$ cat src/hw/rtl/pts_pkg.sv
// pts_pkg: shared constants, codes and controller/datapath interface types
// for the priority task scheduler. No dependencies.
`default_nettype none
package pts_pkg;

	localparam int unsigned MAX_TASKS_DEF       = 32;
	localparam int unsigned PRIORITY_LEVELS_DEF = 32;
	localparam int unsigned DELAY_WIDTH_DEF     = 16;
	localparam logic [7:0]  SLICE_RESET         = 8'd10;

	// operation codes
	localparam logic [2:0] OPC_TICK    = 3'd0;
	localparam logic [2:0] OPC_CREATE  = 3'd1;
	localparam logic [2:0] OPC_START   = 3'd2;
	localparam logic [2:0] OPC_DELAY   = 3'd3;
	localparam logic [2:0] OPC_BLOCK   = 3'd4;
	localparam logic [2:0] OPC_WAKE    = 3'd5;
	localparam logic [2:0] OPC_SUSPEND = 3'd6;
	localparam logic [2:0] OPC_RESUME  = 3'd7;

	// task status codes
	localparam logic [2:0] ST_FREE      = 3'd0;
	localparam logic [2:0] ST_READY     = 3'd1;
	localparam logic [2:0] ST_RUNNING   = 3'd2;
	localparam logic [2:0] ST_BLOCKED   = 3'd3;
	localparam logic [2:0] ST_DELAYED   = 3'd4;
	localparam logic [2:0] ST_SUSPENDED = 3'd5;

	// datapath micro-operations
	typedef logic [3:0] uop_t;
	localparam uop_t UOP_NONE   = 4'd0;
	localparam uop_t UOP_LATCH  = 4'd1;
	localparam uop_t UOP_CHECK  = 4'd2;
	localparam uop_t UOP_CREATE = 4'd3;
	localparam uop_t UOP_RREM   = 4'd4;
	localparam uop_t UOP_RHEAD  = 4'd5;
	localparam uop_t UOP_RTAIL  = 4'd6;
	localparam uop_t UOP_WREM   = 4'd7;
	localparam uop_t UOP_WPUSH  = 4'd8;
	localparam uop_t UOP_START  = 4'd9;
	localparam uop_t UOP_WFIRST = 4'd10;
	localparam uop_t UOP_WSTEP  = 4'd11;
	localparam uop_t UOP_WWAKE  = 4'd12;
	localparam uop_t UOP_SCHED  = 4'd13;
	localparam uop_t UOP_SLICE  = 4'd14;
	localparam uop_t UOP_SETDLY = 4'd15;

	// which slot a micro-operation works on
	typedef logic [1:0] tsel_t;
	localparam tsel_t TS_ID   = 2'd0;
	localparam tsel_t TS_CUR  = 2'd1;
	localparam tsel_t TS_NODE = 2'd2;

	typedef struct packed {
		uop_t       uop;
		tsel_t      tsel;
		logic       set_st;
		logic [2:0] st;
	} dp_cmd_t;

	typedef struct packed {
		logic [2:0] op;
		logic       ok;
		logic       slice_act;
		logic       expire;
		logic       walk_end;
		logic       walk_zero;
	} dp_stat_t;

endpackage
`default_nettype wire

$ cat src/hw/rtl/pts_ctrl.sv
// pts_ctrl: sequencing state machine of the scheduler; issues micro-operations
// to pts_dpath and reads back its status. Depends on pts_pkg.
`default_nettype none
module pts_ctrl import pts_pkg::*; (
	input  wire logic     clk,
	input  wire logic     arst_n,
	input  wire logic     start,
	input  wire dp_stat_t stat,
	output dp_cmd_t       cmd,
	output logic          busy,
	output logic          done
);

	localparam logic [4:0] S_IDLE   = 5'd0;
	localparam logic [4:0] S_CHECK  = 5'd1;
	localparam logic [4:0] S_TICK   = 5'd2;
	localparam logic [4:0] S_TREM   = 5'd3;
	localparam logic [4:0] S_TTAIL  = 5'd4;
	localparam logic [4:0] S_WFIRST = 5'd5;
	localparam logic [4:0] S_WSTEP  = 5'd6;
	localparam logic [4:0] S_WREM   = 5'd7;
	localparam logic [4:0] S_WWAKE  = 5'd8;
	localparam logic [4:0] S_CRE    = 5'd9;
	localparam logic [4:0] S_CPUSH  = 5'd10;
	localparam logic [4:0] S_START  = 5'd11;
	localparam logic [4:0] S_DLY    = 5'd12;
	localparam logic [4:0] S_DREM   = 5'd13;
	localparam logic [4:0] S_DPUSH  = 5'd14;
	localparam logic [4:0] S_REM    = 5'd15;
	localparam logic [4:0] S_WAKE   = 5'd16;
	localparam logic [4:0] S_SCHED  = 5'd17;
	localparam logic [4:0] S_DONE   = 5'd18;

	logic [4:0] state_q;
	logic [4:0] state_d;

	always_comb begin
		state_d = state_q;
		cmd = '{uop: UOP_NONE, tsel: TS_ID, set_st: 1'b0, st: ST_FREE};
		case (state_q)
			S_IDLE: begin
				if (start) begin
					cmd.uop = UOP_LATCH;
					state_d = S_CHECK;
				end
			end
			S_CHECK: begin
				cmd.uop = UOP_CHECK;
				if (!stat.ok) begin
					state_d = S_DONE;
				end else begin
					case (stat.op)
						OPC_TICK:   state_d = S_TICK;
						OPC_CREATE: state_d = S_CRE;
						OPC_START:  state_d = S_START;
						OPC_DELAY:  state_d = S_DLY;
						OPC_BLOCK, OPC_SUSPEND: state_d = S_REM;
						default:    state_d = S_WAKE;
					endcase
				end
			end
			S_TICK: begin
				if (stat.slice_act) begin
					cmd.uop  = UOP_SLICE;
					cmd.tsel = TS_CUR;
					state_d  = stat.expire ? S_TREM : S_WFIRST;
				end else begin
					state_d = S_WFIRST;
				end
			end
			S_TREM: begin
				cmd = '{uop: UOP_RREM, tsel: TS_CUR, set_st: 1'b1, st: ST_READY};
				state_d = S_TTAIL;
			end
			S_TTAIL: begin
				cmd.uop  = UOP_RTAIL;
				cmd.tsel = TS_CUR;
				state_d  = S_WFIRST;
			end
			S_WFIRST: begin
				cmd.uop = UOP_WFIRST;
				state_d = S_WSTEP;
			end
			S_WSTEP: begin
				if (stat.walk_end) begin
					state_d = S_SCHED;
				end else begin
					cmd.uop  = UOP_WSTEP;
					cmd.tsel = TS_NODE;
					if (stat.walk_zero) state_d = S_WREM;
				end
			end
			S_WREM: begin
				cmd.uop  = UOP_WREM;
				cmd.tsel = TS_NODE;
				state_d  = S_WWAKE;
			end
			S_WWAKE: begin
				cmd = '{uop: UOP_WWAKE, tsel: TS_NODE, set_st: 1'b1, st: ST_READY};
				state_d = S_WSTEP;
			end
			S_CRE: begin
				cmd = '{uop: UOP_CREATE, tsel: TS_ID, set_st: 1'b1, st: ST_READY};
				state_d = S_CPUSH;
			end
			S_CPUSH: begin
				cmd.uop = UOP_RHEAD;
				state_d = S_DONE;
			end
			S_START: begin
				cmd.uop = UOP_START;
				state_d = S_SCHED;
			end
			S_DLY: begin
				cmd = '{uop: UOP_SETDLY, tsel: TS_CUR, set_st: 1'b1, st: ST_DELAYED};
				state_d = S_DREM;
			end
			S_DREM: begin
				cmd.uop  = UOP_RREM;
				cmd.tsel = TS_CUR;
				state_d  = S_DPUSH;
			end
			S_DPUSH: begin
				cmd.uop  = UOP_WPUSH;
				cmd.tsel = TS_CUR;
				state_d  = S_SCHED;
			end
			S_REM: begin
				cmd.uop    = UOP_RREM;
				cmd.set_st = 1'b1;
				cmd.st     = (stat.op == OPC_BLOCK) ? ST_BLOCKED : ST_SUSPENDED;
				state_d    = S_SCHED;
			end
			S_WAKE: begin
				cmd = '{uop: UOP_RHEAD, tsel: TS_ID, set_st: 1'b1, st: ST_READY};
				state_d = S_SCHED;
			end
			S_SCHED: begin
				cmd.uop = UOP_SCHED;
				state_d = S_DONE;
			end
			S_DONE: begin
				state_d = S_IDLE;
			end
			default: begin
				state_d = S_IDLE;
			end
		endcase
	end

	always_ff @(posedge clk or negedge arst_n) begin
		if (!arst_n) begin
			state_q <= S_IDLE;
		end else begin
			state_q <= state_d;
		end
	end

	assign busy = (state_q != S_IDLE);
	assign done = (state_q == S_DONE);

endmodule
`default_nettype wire

$ cat src/hw/rtl/pts_dpath.sv
// pts_dpath: task table, ready lists, delay list and scheduler state; carries
// out one micro-operation per cycle as commanded by pts_ctrl. Depends on pts_pkg.
`default_nettype none
module pts_dpath import pts_pkg::*; #(
	parameter int unsigned MAX_TASKS       = MAX_TASKS_DEF,
	parameter int unsigned PRIORITY_LEVELS = PRIORITY_LEVELS_DEF,
	parameter int unsigned DELAY_WIDTH     = DELAY_WIDTH_DEF
) (
	input  wire logic        clk,
	input  wire logic        arst_n,
	input  wire dp_cmd_t     cmd,
	output dp_stat_t         stat,
	input  wire logic [2:0]  opcode,
	input  wire logic [4:0]  task_id,
	input  wire logic [4:0]  task_priority,
	input  wire logic [15:0] wait_ticks,
	input  wire logic        cfg_we,
	input  wire logic [7:0]  cfg_wdata,
	output logic [4:0]       running_task,
	output logic             running_valid,
	output logic             switched,
	output logic             accepted
);

	localparam int unsigned TW = (MAX_TASKS > 1) ? $clog2(MAX_TASKS) : 1;
	localparam int unsigned LW = (PRIORITY_LEVELS > 1) ? $clog2(PRIORITY_LEVELS) : 1;
	localparam int unsigned CW = $clog2(MAX_TASKS + 1);
	localparam logic [TW:0] NIL = {1'b1, {TW{1'b0}}};

	// links carry an end-of-list flag in the top bit
	logic [LW-1:0]          prio_q  [MAX_TASKS];
	logic [2:0]             status_q[MAX_TASKS];
	logic [DELAY_WIDTH-1:0] dly_q   [MAX_TASKS];
	logic [7:0]             slc_q   [MAX_TASKS];
	logic [TW:0]            lf_q    [MAX_TASKS];
	logic [TW:0]            lb_q    [MAX_TASKS];
	logic [TW-1:0]          head_q  [PRIORITY_LEVELS];
	logic [TW-1:0]          tail_q  [PRIORITY_LEVELS];
	logic [PRIORITY_LEVELS-1:0] mask_q;
	logic [TW:0]            wh_q;
	logic [TW-1:0]          cur_q;
	logic                   started_q;
	logic                   run_valid_q;
	logic [7:0]             tst_q;
	logic                   ok_q;
	logic                   sw_q;
	logic [TW:0]            node_q;
	logic [TW:0]            next_q;
	logic [CW-1:0]          cnt_q;
	logic [2:0]             op_q;
	logic [4:0]             id_q;
	logic [4:0]             pr_q;
	logic [DELAY_WIDTH-1:0] ticks_q;

	logic                   id_ok;
	logic [TW-1:0]          id_idx;
	logic [2:0]             st_id;
	logic [2:0]             st_cur;
	logic                   ok_c;
	logic [TW-1:0]          tgt;
	logic [LW-1:0]          t_prio;
	logic [TW:0]            t_prev;
	logic [TW:0]            t_next;
	logic [TW-1:0]          hd;
	logic [TW-1:0]          tl;
	logic                   mk;
	logic                   head_is_t;
	logic                   tail_is_t;
	logic [TW:0]            new_head;
	logic [TW:0]            new_tail;
	logic [TW-1:0]          nd;
	logic [DELAY_WIDTH-1:0] dec;
	logic                   found;
	logic [LW-1:0]          lvl;
	logic [TW-1:0]          pick;
	logic                   wh_is_t;

	always_comb begin
		id_ok  = (32'(id_q) < MAX_TASKS);
		id_idx = TW'(id_q);
		st_id  = id_ok ? status_q[id_idx] : ST_FREE;
		st_cur = status_q[cur_q];
		case (op_q)
			OPC_TICK:    ok_c = started_q;
			OPC_CREATE:  ok_c = id_ok && (st_id == ST_FREE) && (32'(pr_q) < PRIORITY_LEVELS);
			OPC_START:   ok_c = !started_q && (mask_q != '0);
			OPC_DELAY:   ok_c = started_q && run_valid_q && (ticks_q != '0) &&
			                    (st_cur == ST_RUNNING);
			OPC_BLOCK:   ok_c = id_ok && (st_id == ST_RUNNING);
			OPC_WAKE:    ok_c = id_ok && (st_id == ST_BLOCKED);
			OPC_SUSPEND: ok_c = id_ok && ((st_id == ST_READY) || (st_id == ST_RUNNING));
			OPC_RESUME:  ok_c = id_ok && (st_id == ST_SUSPENDED);
			default:     ok_c = 1'b0;
		endcase
	end

	always_comb begin
		case (cmd.tsel)
			TS_CUR:  tgt = cur_q;
			TS_NODE: tgt = node_q[TW-1:0];
			default: tgt = id_idx;
		endcase
		t_prio    = prio_q[tgt];
		t_prev    = lb_q[tgt];
		t_next    = lf_q[tgt];
		hd        = head_q[t_prio];
		tl        = tail_q[t_prio];
		mk        = mask_q[t_prio];
		head_is_t = (hd == tgt);
		tail_is_t = (tl == tgt);
		new_head  = head_is_t ? t_next : {1'b0, hd};
		new_tail  = tail_is_t ? t_prev : {1'b0, tl};
		wh_is_t   = (wh_q == {1'b0, tgt});
		nd        = node_q[TW-1:0];
		dec       = dly_q[nd] - 1'b1;
	end

	// most urgent non-empty level
	always_comb begin
		found = 1'b0;
		lvl   = '0;
		for (int i = PRIORITY_LEVELS - 1; i >= 0; i--) begin
			if (mask_q[i]) begin
				found = 1'b1;
				lvl   = LW'(i);
			end
		end
		pick = head_q[lvl];
	end

	always_comb begin
		stat.op        = op_q;
		stat.ok        = ok_c;
		stat.slice_act = run_valid_q && (st_cur == ST_RUNNING);
		stat.expire    = (slc_q[cur_q] <= 8'd1);
		stat.walk_end  = node_q[TW] || (cnt_q == CW'(MAX_TASKS));
		stat.walk_zero = (dec == '0);
	end

	// control state
	always_ff @(posedge clk or negedge arst_n) begin
		if (!arst_n) begin
			for (int i = 0; i < MAX_TASKS; i++) status_q[i] <= ST_FREE;
			mask_q      <= '0;
			wh_q        <= NIL;
			cur_q       <= '0;
			started_q   <= 1'b0;
			run_valid_q <= 1'b0;
			tst_q       <= SLICE_RESET;
			ok_q        <= 1'b0;
			sw_q        <= 1'b0;
			node_q      <= NIL;
			next_q      <= NIL;
			cnt_q       <= '0;
		end else begin
			if (cfg_we) tst_q <= cfg_wdata;
			case (cmd.uop)
				UOP_LATCH: begin
					ok_q <= 1'b0;
					sw_q <= 1'b0;
				end
				UOP_CHECK: ok_q <= ok_c;
				UOP_RREM: begin
					if (new_head[TW]) mask_q[t_prio] <= 1'b0;
				end
				UOP_RHEAD, UOP_RTAIL: mask_q[t_prio] <= 1'b1;
				UOP_WREM: begin
					if (wh_is_t) wh_q <= t_next;
				end
				UOP_WPUSH: wh_q <= {1'b0, tgt};
				UOP_START: started_q <= 1'b1;
				UOP_WFIRST: begin
					node_q <= wh_q;
					cnt_q  <= '0;
				end
				UOP_WSTEP: begin
					if (dec != '0) begin
						node_q <= t_next;
						cnt_q  <= cnt_q + 1'b1;
					end else begin
						next_q <= t_next;
					end
				end
				UOP_WWAKE: begin
					mask_q[t_prio] <= 1'b1;
					node_q <= next_q;
					cnt_q  <= cnt_q + 1'b1;
				end
				UOP_SCHED: begin
					if (started_q) begin
						if (!found) begin
							run_valid_q <= 1'b0;
							sw_q        <= 1'b0;
						end else begin
							sw_q <= !run_valid_q || (pick != cur_q);
							if ((pick != cur_q) && (st_cur == ST_RUNNING))
								status_q[cur_q] <= ST_READY;
							status_q[pick] <= ST_RUNNING;
							cur_q          <= pick;
							run_valid_q    <= 1'b1;
						end
					end
				end
				default: ;
			endcase
			if (cmd.set_st) status_q[tgt] <= cmd.st;
		end
	end

	// table and link storage
	always_ff @(posedge clk) begin
		case (cmd.uop)
			UOP_LATCH: begin
				op_q    <= opcode;
				id_q    <= task_id;
				pr_q    <= task_priority;
				ticks_q <= DELAY_WIDTH'(wait_ticks);
			end
			UOP_CREATE: begin
				prio_q[tgt] <= LW'(pr_q);
				dly_q[tgt]  <= '0;
				slc_q[tgt]  <= tst_q;
			end
			UOP_SLICE: begin
				slc_q[tgt] <= (slc_q[tgt] <= 8'd1) ? tst_q : slc_q[tgt] - 8'd1;
			end
			UOP_SETDLY: dly_q[tgt] <= ticks_q;
			UOP_WSTEP: dly_q[nd] <= dec;
			UOP_RREM: begin
				if (!head_is_t && !t_prev[TW]) lf_q[t_prev[TW-1:0]] <= t_next;
				if (!tail_is_t && !t_next[TW]) lb_q[t_next[TW-1:0]] <= t_prev;
				if (!new_head[TW]) begin
					head_q[t_prio] <= new_head[TW-1:0];
					tail_q[t_prio] <= new_tail[TW-1:0];
				end
			end
			UOP_RHEAD, UOP_WWAKE: begin
				lb_q[tgt] <= NIL;
				lf_q[tgt] <= mk ? {1'b0, hd} : NIL;
				if (mk) lb_q[hd] <= {1'b0, tgt};
				else tail_q[t_prio] <= tgt;
				head_q[t_prio] <= tgt;
			end
			UOP_RTAIL: begin
				lf_q[tgt] <= NIL;
				lb_q[tgt] <= mk ? {1'b0, tl} : NIL;
				if (mk) lf_q[tl] <= {1'b0, tgt};
				else head_q[t_prio] <= tgt;
				tail_q[t_prio] <= tgt;
			end
			UOP_WREM: begin
				if (!wh_is_t && !t_prev[TW]) lf_q[t_prev[TW-1:0]] <= t_next;
				if (!t_next[TW]) lb_q[t_next[TW-1:0]] <= t_prev;
			end
			UOP_WPUSH: begin
				lb_q[tgt] <= NIL;
				lf_q[tgt] <= wh_q;
				if (!wh_q[TW]) lb_q[wh_q[TW-1:0]] <= {1'b0, tgt};
			end
			default: ;
		endcase
	end

	assign running_valid = started_q && run_valid_q;
	assign running_task  = running_valid ? 5'(cur_q) : 5'd0;
	assign switched      = sw_q;
	assign accepted      = ok_q;

endmodule
`default_nettype wire

$ cat src/hw/rtl/priority_task_scheduler_core.sv
// A transaction is checked; an ignored one goes to done, others update the lists,
// then schedule (create does not), then done. A tick counts down the runner's slice,
// requeues the runner at its tail when it runs out, and walks the delay list, waking
// expired tasks. Next transaction is accepted the cycle after done; receiver cannot stall.
// Async active-low reset: all slots free, nothing ready, not started, slice 10.
// Top level: instantiates pts_ctrl and pts_dpath; depends on pts_pkg.
`default_nettype none
module priority_task_scheduler_core import pts_pkg::*; #(
	parameter int unsigned MAX_TASKS       = MAX_TASKS_DEF,
	parameter int unsigned PRIORITY_LEVELS = PRIORITY_LEVELS_DEF,
	parameter int unsigned DELAY_WIDTH     = DELAY_WIDTH_DEF
) (
	input  wire logic        clk,
	input  wire logic        arst_n,
	input  wire logic        start,
	output logic             busy,
	input  wire logic [2:0]  opcode,
	input  wire logic [4:0]  task_id,
	input  wire logic [4:0]  task_priority,
	input  wire logic [15:0] wait_ticks,
	input  wire logic        cfg_we,
	input  wire logic [7:0]  cfg_wdata,
	output logic             done,
	output logic [4:0]       running_task,
	output logic             running_valid,
	output logic             switched,
	output logic             accepted
);

	dp_cmd_t  cmd;
	dp_stat_t stat;

	pts_ctrl u_ctrl (
		.clk    (clk),
		.arst_n (arst_n),
		.start  (start),
		.stat   (stat),
		.cmd    (cmd),
		.busy   (busy),
		.done   (done)
	);

	pts_dpath #(
		.MAX_TASKS       (MAX_TASKS),
		.PRIORITY_LEVELS (PRIORITY_LEVELS),
		.DELAY_WIDTH     (DELAY_WIDTH)
	) u_dpath (
		.clk           (clk),
		.arst_n        (arst_n),
		.cmd           (cmd),
		.stat          (stat),
		.opcode        (opcode),
		.task_id       (task_id),
		.task_priority (task_priority),
		.wait_ticks    (wait_ticks),
		.cfg_we        (cfg_we),
		.cfg_wdata     (cfg_wdata),
		.running_task  (running_task),
		.running_valid (running_valid),
		.switched      (switched),
		.accepted      (accepted)
	);

endmodule
`default_nettype wire

$ cat config.mk
export PLATFORM = sky130hd
export DESIGN_NAME = priority_task_scheduler_core
export DESIGN_NICKNAME = d
export VERILOG_FILES = /design/src/hw/rtl/pts_pkg.sv /design/src/hw/rtl/pts_ctrl.sv /design/src/hw/rtl/pts_dpath.sv /design/src/hw/rtl/priority_task_scheduler_core.sv
export SDC_FILE = /design/constraint.sdc
export NUM_CORES = 2
export LEC_CHECK = 0
export BUFFER_PORTS_ARGS = -buffer_cell sky130_fd_sc_hd__clkbuf_2
export CORE_MARGIN = 5
export CORE_UTILIZATION = 50
export CTS_BUF_LIST = sky130_fd_sc_hd__clkbuf_8 sky130_fd_sc_hd__clkbuf_16
export CTS_CLUSTER_DIAMETER = 120
export CTS_CLUSTER_SIZE = 12
export DETAILED_ROUTE_END_ITERATION = 10
export PLACE_DENSITY = 0.69
export SYNTH_ARGS = -nofsm -noshare
export SYNTH_HDL_FRONTEND = slang
export SYNTH_SLANG_ARGS = --single-unit
$ cat constraint.sdc
create_clock -name clk -period 15.6 [get_ports clk]
set_input_delay 0.78 -clock clk [delete_from_list [all_inputs] [get_ports clk]]
set_output_delay 0.78 -clock clk [all_outputs]
set_load 0.01 [all_outputs]
==> After elaboration in Yosys (flattened, before gate mapping) <==
Memories as Yosys holds them, arrays and structs flattened.
Cells that the tools add are included.
{ "totals": {"mem_bits_ro": 0, "regBits": 203, "latchBits": 0, "elab_cells": 403, "mem_count": 7, "ramBits": 1632} }
{ "memory_table": {"columns": ["name", "words", "word_bits", "rd", "rd_ports_with_merged_regs", "write_ports", "line_no", "text"], "rows": [
  ["u_dpath.dly_q", 32, 16, 1, 0, 1, "pts_dpath.sv:33", "logic [DELAY_WIDTH-1:0] dly_q [MAX_TASKS];"],
  ["u_dpath.slc_q", 32, 8, 2, 0, 1, "pts_dpath.sv:34", "logic [7:0] slc_q [MAX_TASKS];"],
  ["u_dpath.lb_q", 32, 6, 1, 0, 2, "pts_dpath.sv:36", "logic [TW:0] lb_q [MAX_TASKS];"],
  ["u_dpath.lf_q", 32, 6, 1, 0, 2, "pts_dpath.sv:35", "logic [TW:0] lf_q [MAX_TASKS];"],
  ["u_dpath.head_q", 32, 5, 2, 0, 1, "pts_dpath.sv:37", "logic [TW-1:0] head_q [PRIORITY_LEVELS];"],
  ["u_dpath.prio_q", 32, 5, 1, 0, 1, "pts_dpath.sv:31", "logic [LW-1:0] prio_q [MAX_TASKS];"],
  ["1 more memories", null, null, null, null, null, null, null]
]} }
{ "op_classes": {"shifts": 0, "div": 0, "n_lt_le_gt_ge": 11, "n_reduce_logical": 59, "multipliers": 0, "bitwise": 26, "n_addsub": 3, "n_eq_ne": 58, "mux": 191} }
{ "ops": {"columns": ["cell", "n"], "rows": [
  ["96-bit 2-to-1 mux", 8],
  ["5-bit 2-to-1 mux", 47],
  ["64-bit AND", 2],
  ["64-bit NOT", 2],
  ["6-bit 2-to-1 mux", 17],
  ["96-bit bitwise mux", 1],
  ["32-bit bitwise OR", 3],
  ["1-bit 2-to-1 mux", 84],
  ["5-bit case mux with 13 select lines", 1],
  ["32-bit case mux with 2 select lines", 1],
  ["4-bit case mux with 15 select lines", 1],
  ["3-bit demux with 5-bit select", 3],
  ["5-bit by 4-bit == test with 1-bit output, second input constant", 8],
  ["6-bit case mux with 3 select lines", 2],
  ["32-bit AND", 1],
  ["4-bit == test, second input constant", 8],
  ["16-bit 2-to-1 mux", 2],
  ["32-bit 2-to-1 mux", 1],
  ["32-bit NOT", 1],
  ["16-bit nonzero test", 2],
  ["32-bit nonzero test", 1],
  ["3-bit binary-select mux with 5-bit select", 2],
  ["3-bit 2-to-1 mux", 9],
  ["5-bit case mux with 5 select lines", 1],
  ["56 further kinds", 140]
]} }

==> Logic depth before layout (Yosys ltp) <==
An unclocked memory read counts as a cell.
{ "depth": {"depth_word": 45, "ltp_mapped": 39, "mapped_depth_nobuf": 29} }

==> Modules after synthesis <==
Synthesis repeated with hierarchy kept, for this count alone.
{ "hier_totals": {"cells_unflattened": 5917, "hier_area_um2": 84443.5} }
{ "modules_own_cells": {"columns": ["module", "cells_each", "n_inst", "area_per_inst_um2", "seq_area_each_um2"], "rows": [
  ["pts_dpath", 5804, 1, 83676.5, 53472.5],
  ["pts_ctrl", 113, 1, 767.0, 125.1]
]} }

==> Worst setup path after synthesis <==
Ideal clock, no wire load.
{ "synth_path": {"path_type": "register to register", "start": "reg u_dpath.cur_q[0]", "end": "mem u_dpath.tail_q[0][4] (netlist bit), data pin", "setup_ns": 0.467, "path_stages_with_launch": 34, "arrival_ns": 8.010, "n_path_buf": 8, "slack_ns": 7.123, "cell_sequence": "dfrtp_1 -> buf_6 -> clkbuf_1 -> clkbuf_1 -> clkbuf_1 -> a21oi_1 -> a21oi_1 -> o21ai_0 -> o32ai_1 -> o21ai_0 -> inv_1 -> nand2_1 -> a21oi_1 -> a21oi_1 -> nor2_1 -> ha_1 -> buf_4 -> buf_6 -> and2b_1 -> o211ai_2 -> nor2_1 -> o21ai_1 -> nand4_1 -> nor2_2 -> buf_6 -> buf_6 -> mux2_1 -> a311o_1 -> a2111o_1 -> o21a_1 -> nor4_4 -> nand4_2 -> and2_0 -> o31ai_1"} }
{ "synth_via": {"elab_chain_len": 18, "word_cells_on_any_way": 30, "classes_between": "eq/ne (7); mux (17); bitwise (1); reduce/logical (2); memory (3)"} }
{ "synth_rtl": {"columns": ["element", "line_no", "text"], "rows": [
  ["start, declared", "pts_dpath.sv:41", "logic [TW-1:0] cur_q;"],
  ["start signal, assigned", "pts_dpath.sv:199", "cur_q <= pick;"],
  ["5-bit NOT with 6-bit output (implied by the code)", "pts_dpath.sv:82", "st_cur = status_q[cur_q];"],
  ["3-bit binary-select mux with 5-bit select", "pts_dpath.sv:82", null],
  ["3-bit 2-to-1 mux (implied by the code) (2 in series)", "pts_dpath.sv:82", null],
  ["3-bit by 2-bit == test with 1-bit output", "pts_dpath.sv:134", "stat.slice_act = run_valid_q && (st_cur == ST_RUNNING);"],
  ["1-bit logical AND", "pts_dpath.sv:134", null],
  ["6-bit 2-to-1 mux", "pts_ctrl.sv:63", "if (stat.slice_act) begin"],
  ["2-bit case mux with 4 select lines", "pts_ctrl.sv:40", "case (state_q)"],
  ["2-bit == test / 2-bit by 1-bit == test with 1-bit output (equally long branches)", "pts_dpath.sv:98", "case (cmd.tsel)"],
  ["5-bit case mux with 2 select lines", "pts_dpath.sv:98", null],
  ["memory read 32 x 5 bit", null, null],
  ["1-bit binary-select mux with 5-bit select", "pts_dpath.sv:108", "mk = mask_q[t_prio];"],
  ["1-bit 2-to-1 mux (implied by the code)", "pts_dpath.sv:108", null],
  ["1-bit 2-to-1 mux", "pts_dpath.sv:240", "if (mk) lb_q[hd] <= {1'b0, tgt};"],
  ["1-bit 2-to-1 mux", "pts_dpath.sv:212", "case (cmd.uop)"],
  ["1-bit 2-to-1 mux (implied by the code)", "pts_dpath.sv:241", "else tail_q[t_prio] <= tgt;"],
  ["5-bit 2-to-1 mux (no line)", null, null],
  ["5-bit 2-to-1 mux (no line) *", null, null],
  ["end, declared", "pts_dpath.sv:38", "logic [TW-1:0] tail_q [PRIORITY_LEVELS];"]
]} }
Mark *: on every way between the ends. The rest lies on a longest branch, timed or not. The select of a mux whose other input is x is not followed.

==> metrics.md <==
| Metric | Value |
|---|---|
| Synth Warn # | `0` |
| Post-Route WL | `roughly 260000 µm` |
| Clock skew | `~86 ps` |
| Detailed Place HPWL | `164000 µm` |
| P&R area growth vs syn | `8.74%` |
| Row cnt | `roughly 150` |
| GP Congestion | `approximately 0.95` |
| Clk_lat worst skew | `about 860 ps` |
| Multiplexer share of the synthesized area | `about an eighth` |
| Hold crit path type | `in -> reg` |
| Largest net degree at the start of global routing | `111` |
| Hold path endpoint | `u_dpath.id_idx[0]` |
| Post-Synth Simple-Gate Area | `approximately 8.8%` |
| Slowest CP cell | `a311oi_1` |
| Reg2Reg Setup Slack | `3010 ps` |
| Initial core utilization | `50.2%` |
| Maxcap violations | `1` |
| Mapped Nets | `roughly 6100` |
| CTS Hold Buffers Added | `0` |
| RSZ-0062 raised after global routing | `no` |
| Starting DRC count in detailed routing | `8692` |
| Die area | `178000 µm²` |
| Antenna Violating Nets Remaining | `0` |
| Crit. End Element | `flop` |
| Wirelength per Cell | `roughly 31 µm` |
| RR Endpoint | `u_dpath.lf_q[6][2]` |
| Synth Area in Compound Gates | `between 10% and 20%` |
| Overall Global Routing Usage | `around 28%` |
| Worst r2r src | `u_dpath.cur_q[1]` |
| Status | `complete, but fails checks` |
| Clk buf depth | `3` |
| Chip width | `422 µm` |
| Synthesized area | `85100 µm²` |
| Largest family of logic cells by synthesized area | `multiplexers` |
| Req. time, crit path | `between 15000 and 20000 ps` |
| Post-synth top cells | `1597 x edfxtp_1, 443 x nand2_1, 381 x mux4_2` |
| DRC violations left | `0` |
| Final Max Slew Viols | `1` |
| NumNets Final | `roughly 6000` |
| #FFs+latches synth | `between 1500 and 2000` |
| Hold_sp | `task_id[0]` |
| Synth area leaders | `edfxtp_1 56%, mux4_2 10%, dfrtp_1 5.0%, o22ai_1 2.2%, nand2_1 2.0%` |
| Achievable clock frequency | `approximately 79 MHz` |
| Number of CTS-inserted buffers | `approximately 170` |
| Largest stage delay, worst path | `990 ps` |
| Core region area | `between 150000 and 200000 µm²` |
| GRT overflow | `0` |
| Via/cell ratio | `approximately 7.0` |
| Post-synth ARST share | `a little under a tenth` |
| Startpoint types | `flop` |
| Postcts setup bufs | `0` |
| Mapped Cells | `around 6100` |
| Top-count cell post-synth | `edfxtp_1` |
| Post-synth EDFFs | `~1600` |
| Syn Area/Cell | `about 14 µm²` |
| Largest delay contributor family on the critical path | `compound AO/OA/AOI/OAI gates` |
| Reg clk slew, reported paths | `roughly 70 ps` |
| Via count | `around 58000` |
| H-tree levels | `4` |
| Slew Limit Headroom | `-0.572%` |
| Main flop type after synthesis | `edfxtp_1` |
| Worst slew pin tran | `1490 ps` |
| # setup viols final | `0` |
| Clk root buf | `clkbuf_16` |
| Drt first pass iters | `8` |
| Tcrit/Tclk final | `80.7%` |
| WP buf/inv | `7` |
| Reg2reg path depth | `31` |
| # fillers | `around 13000` |
| Most Frequent Cell on Critical Path | `buf_4` |
| Setup CP Type | `reg -> reg` |
| Synth top area share | `between 50 and 60%` |
| Initial antenna violation count | `6` |
| Cell taking the most area after synthesis | `edfxtp_1` |
| Count of input and output buffers | `50` |
| Fin. Hold Viols | `0` |
| Minimum clock period after layout | `approximately 13000 ps` |
| Hold depth | `1` |
| CTS resizes | `0` |
| Xor/xnor share of the synthesized area | `less than 1%` |
| CTS Sinks | `between 1500 and 2000` |
| CP Max Fanout | `between 80 and 90` |
| Global-route wire length before repair | `381000 µm` |
| Yosys cell types | `between 100 and 150` |
| Violated checks | `max-capacitance violations, max-slew violations` |
| Die extent in y | `about 420 µm` |
| Post-synthesis sequential area ratio | `63.0%` |
| CP Data Arrival Time | `13080 ps` |
| Post-Synth Adder-Cell Area | `less than 1%` |
| Layout cell share with drive strength beyond 1 | `17.3%` |
| Vias in the first global route | `approximately 56000` |
| Worst path depth | `31` |
| Final setup TNS | `0 ps` |
| I/O pins | `~50` |
| TritonCTS clock tree | `built` |
-- cells by family (layout without fill, tap and decap cells) --
kind of cell / count (synthesis) / after routing
mux: 571 / 571
buf+inv: 583 / 587
fa+ha+maj: 8 / 8
flops: 1835 / 1835
compound gates: 1483 / 1483
simple gates: 1541 / 1541
xor+xnor: 39 / 39
other cells: 0 / 4
-- worst max path at each step --
stage,startpoint,end
after floorplan,u_dpath.cur_q[0],u_dpath.tail_q[0][4]
after global placement,u_dpath.cur_q[1],u_dpath.lb_q[6][2]
after detailed placement,u_dpath.cur_q[1],u_dpath.lf_q[26][1]
after CTS,u_dpath.cur_q[1],u_dpath.lf_q[25][1]
after global routing,u_dpath.cur_q[1],u_dpath.lf_q[21][4]
final,u_dpath.cur_q[1],u_dpath.lf_q[6][2]
-- sequential cells by signal, summed over array words and instances (netlist names), 3 cells and up, named ones only --
register	count
u_dpath.slc_q	256
u_dpath.dly_q	512
u_dpath.id_idx	5
u_dpath.lb_q	192
u_ctrl.state_q	5
u_dpath.ticks_q	16
u_dpath.prio_q	160
u_dpath.lf_q	192
u_dpath.tail_q	160
u_dpath.tst_q	8
u_dpath.next_q	6
u_dpath.pr_q	5
u_dpath.cur_q	5
u_dpath.head_q	160
u_dpath.node_q	6
u_dpath.status_q	96
u_dpath.op_q	3
u_dpath.cnt_q	6
u_dpath.wh_q	6
-- through the flow --
| step | worst slack, ps | utilization [%] | area [µm²] | std cells | hold WS (ps) |
|---|---|---|---|---|---|
| floorplan | 7120 | - | 85100 | 6060 | 435 |
| global placement | 3630 | 51.6 | 87400 | 8002 | 442 |
| detailed placement | 3390 | 51.6 | 87400 | 8002 | 456 |
| CTS | 3380 | 54.6 | 92500 | 8282 | 45.7 |
| global route | 2650 | 54.6 | 92500 | 8283 | 67.0 |
| finish | 3010 | 54.6 | 92500 | 8286 | 105 |
-- area by class of cell --
class	instances	area [µm²]	share of cell area [%]
flip-flops and latches	1835	53600	58.0
diodes	4	10.0	0.0108
inverters	116	435	0.471
clock inverters	109	777	0.840
repair buffers	191	1330	1.44
clock buffers	171	4280	4.63
multi-input cells	3642	29300	31.6
well taps	2218	2780	3.00
-- cell usage in the layout, fill, tap and decap left out, types with 56 or more instances in the layout --
master and n:
edfxtp_1 1597, nand2_1 436, mux4_2 381, o22ai_1 300, o21ai_0 295, nor2_1 293, inv_1 206, nand3_1 192
clkbuf_16 171, dfrtp_1 162, buf_4 140, mux2i_1 137, a22oi_1 121, nor3_1 120, a211oi_1 106, a21oi_1 102
and3_1 100, dfxtp_1 64, nor4_1 60, a31oi_1 56, a21o_1 56
-- per-layer routing --
layer | vias to the layer above | wire (µm) | GRT usage (%)
met5 | - | 26 | 0
met4 | 6 | 15400 | 14.2
met3 | 848 | 30500 | 6.27
met2 | 4330 | 119000 | 44.2
met1 | 29200 | 94600 | 38.1
li1 | 24000 | - | -
Power is left out: the tool's default activity adds up to more than one toggle a clock period on the data nets, which glitch-free logic cannot reach.
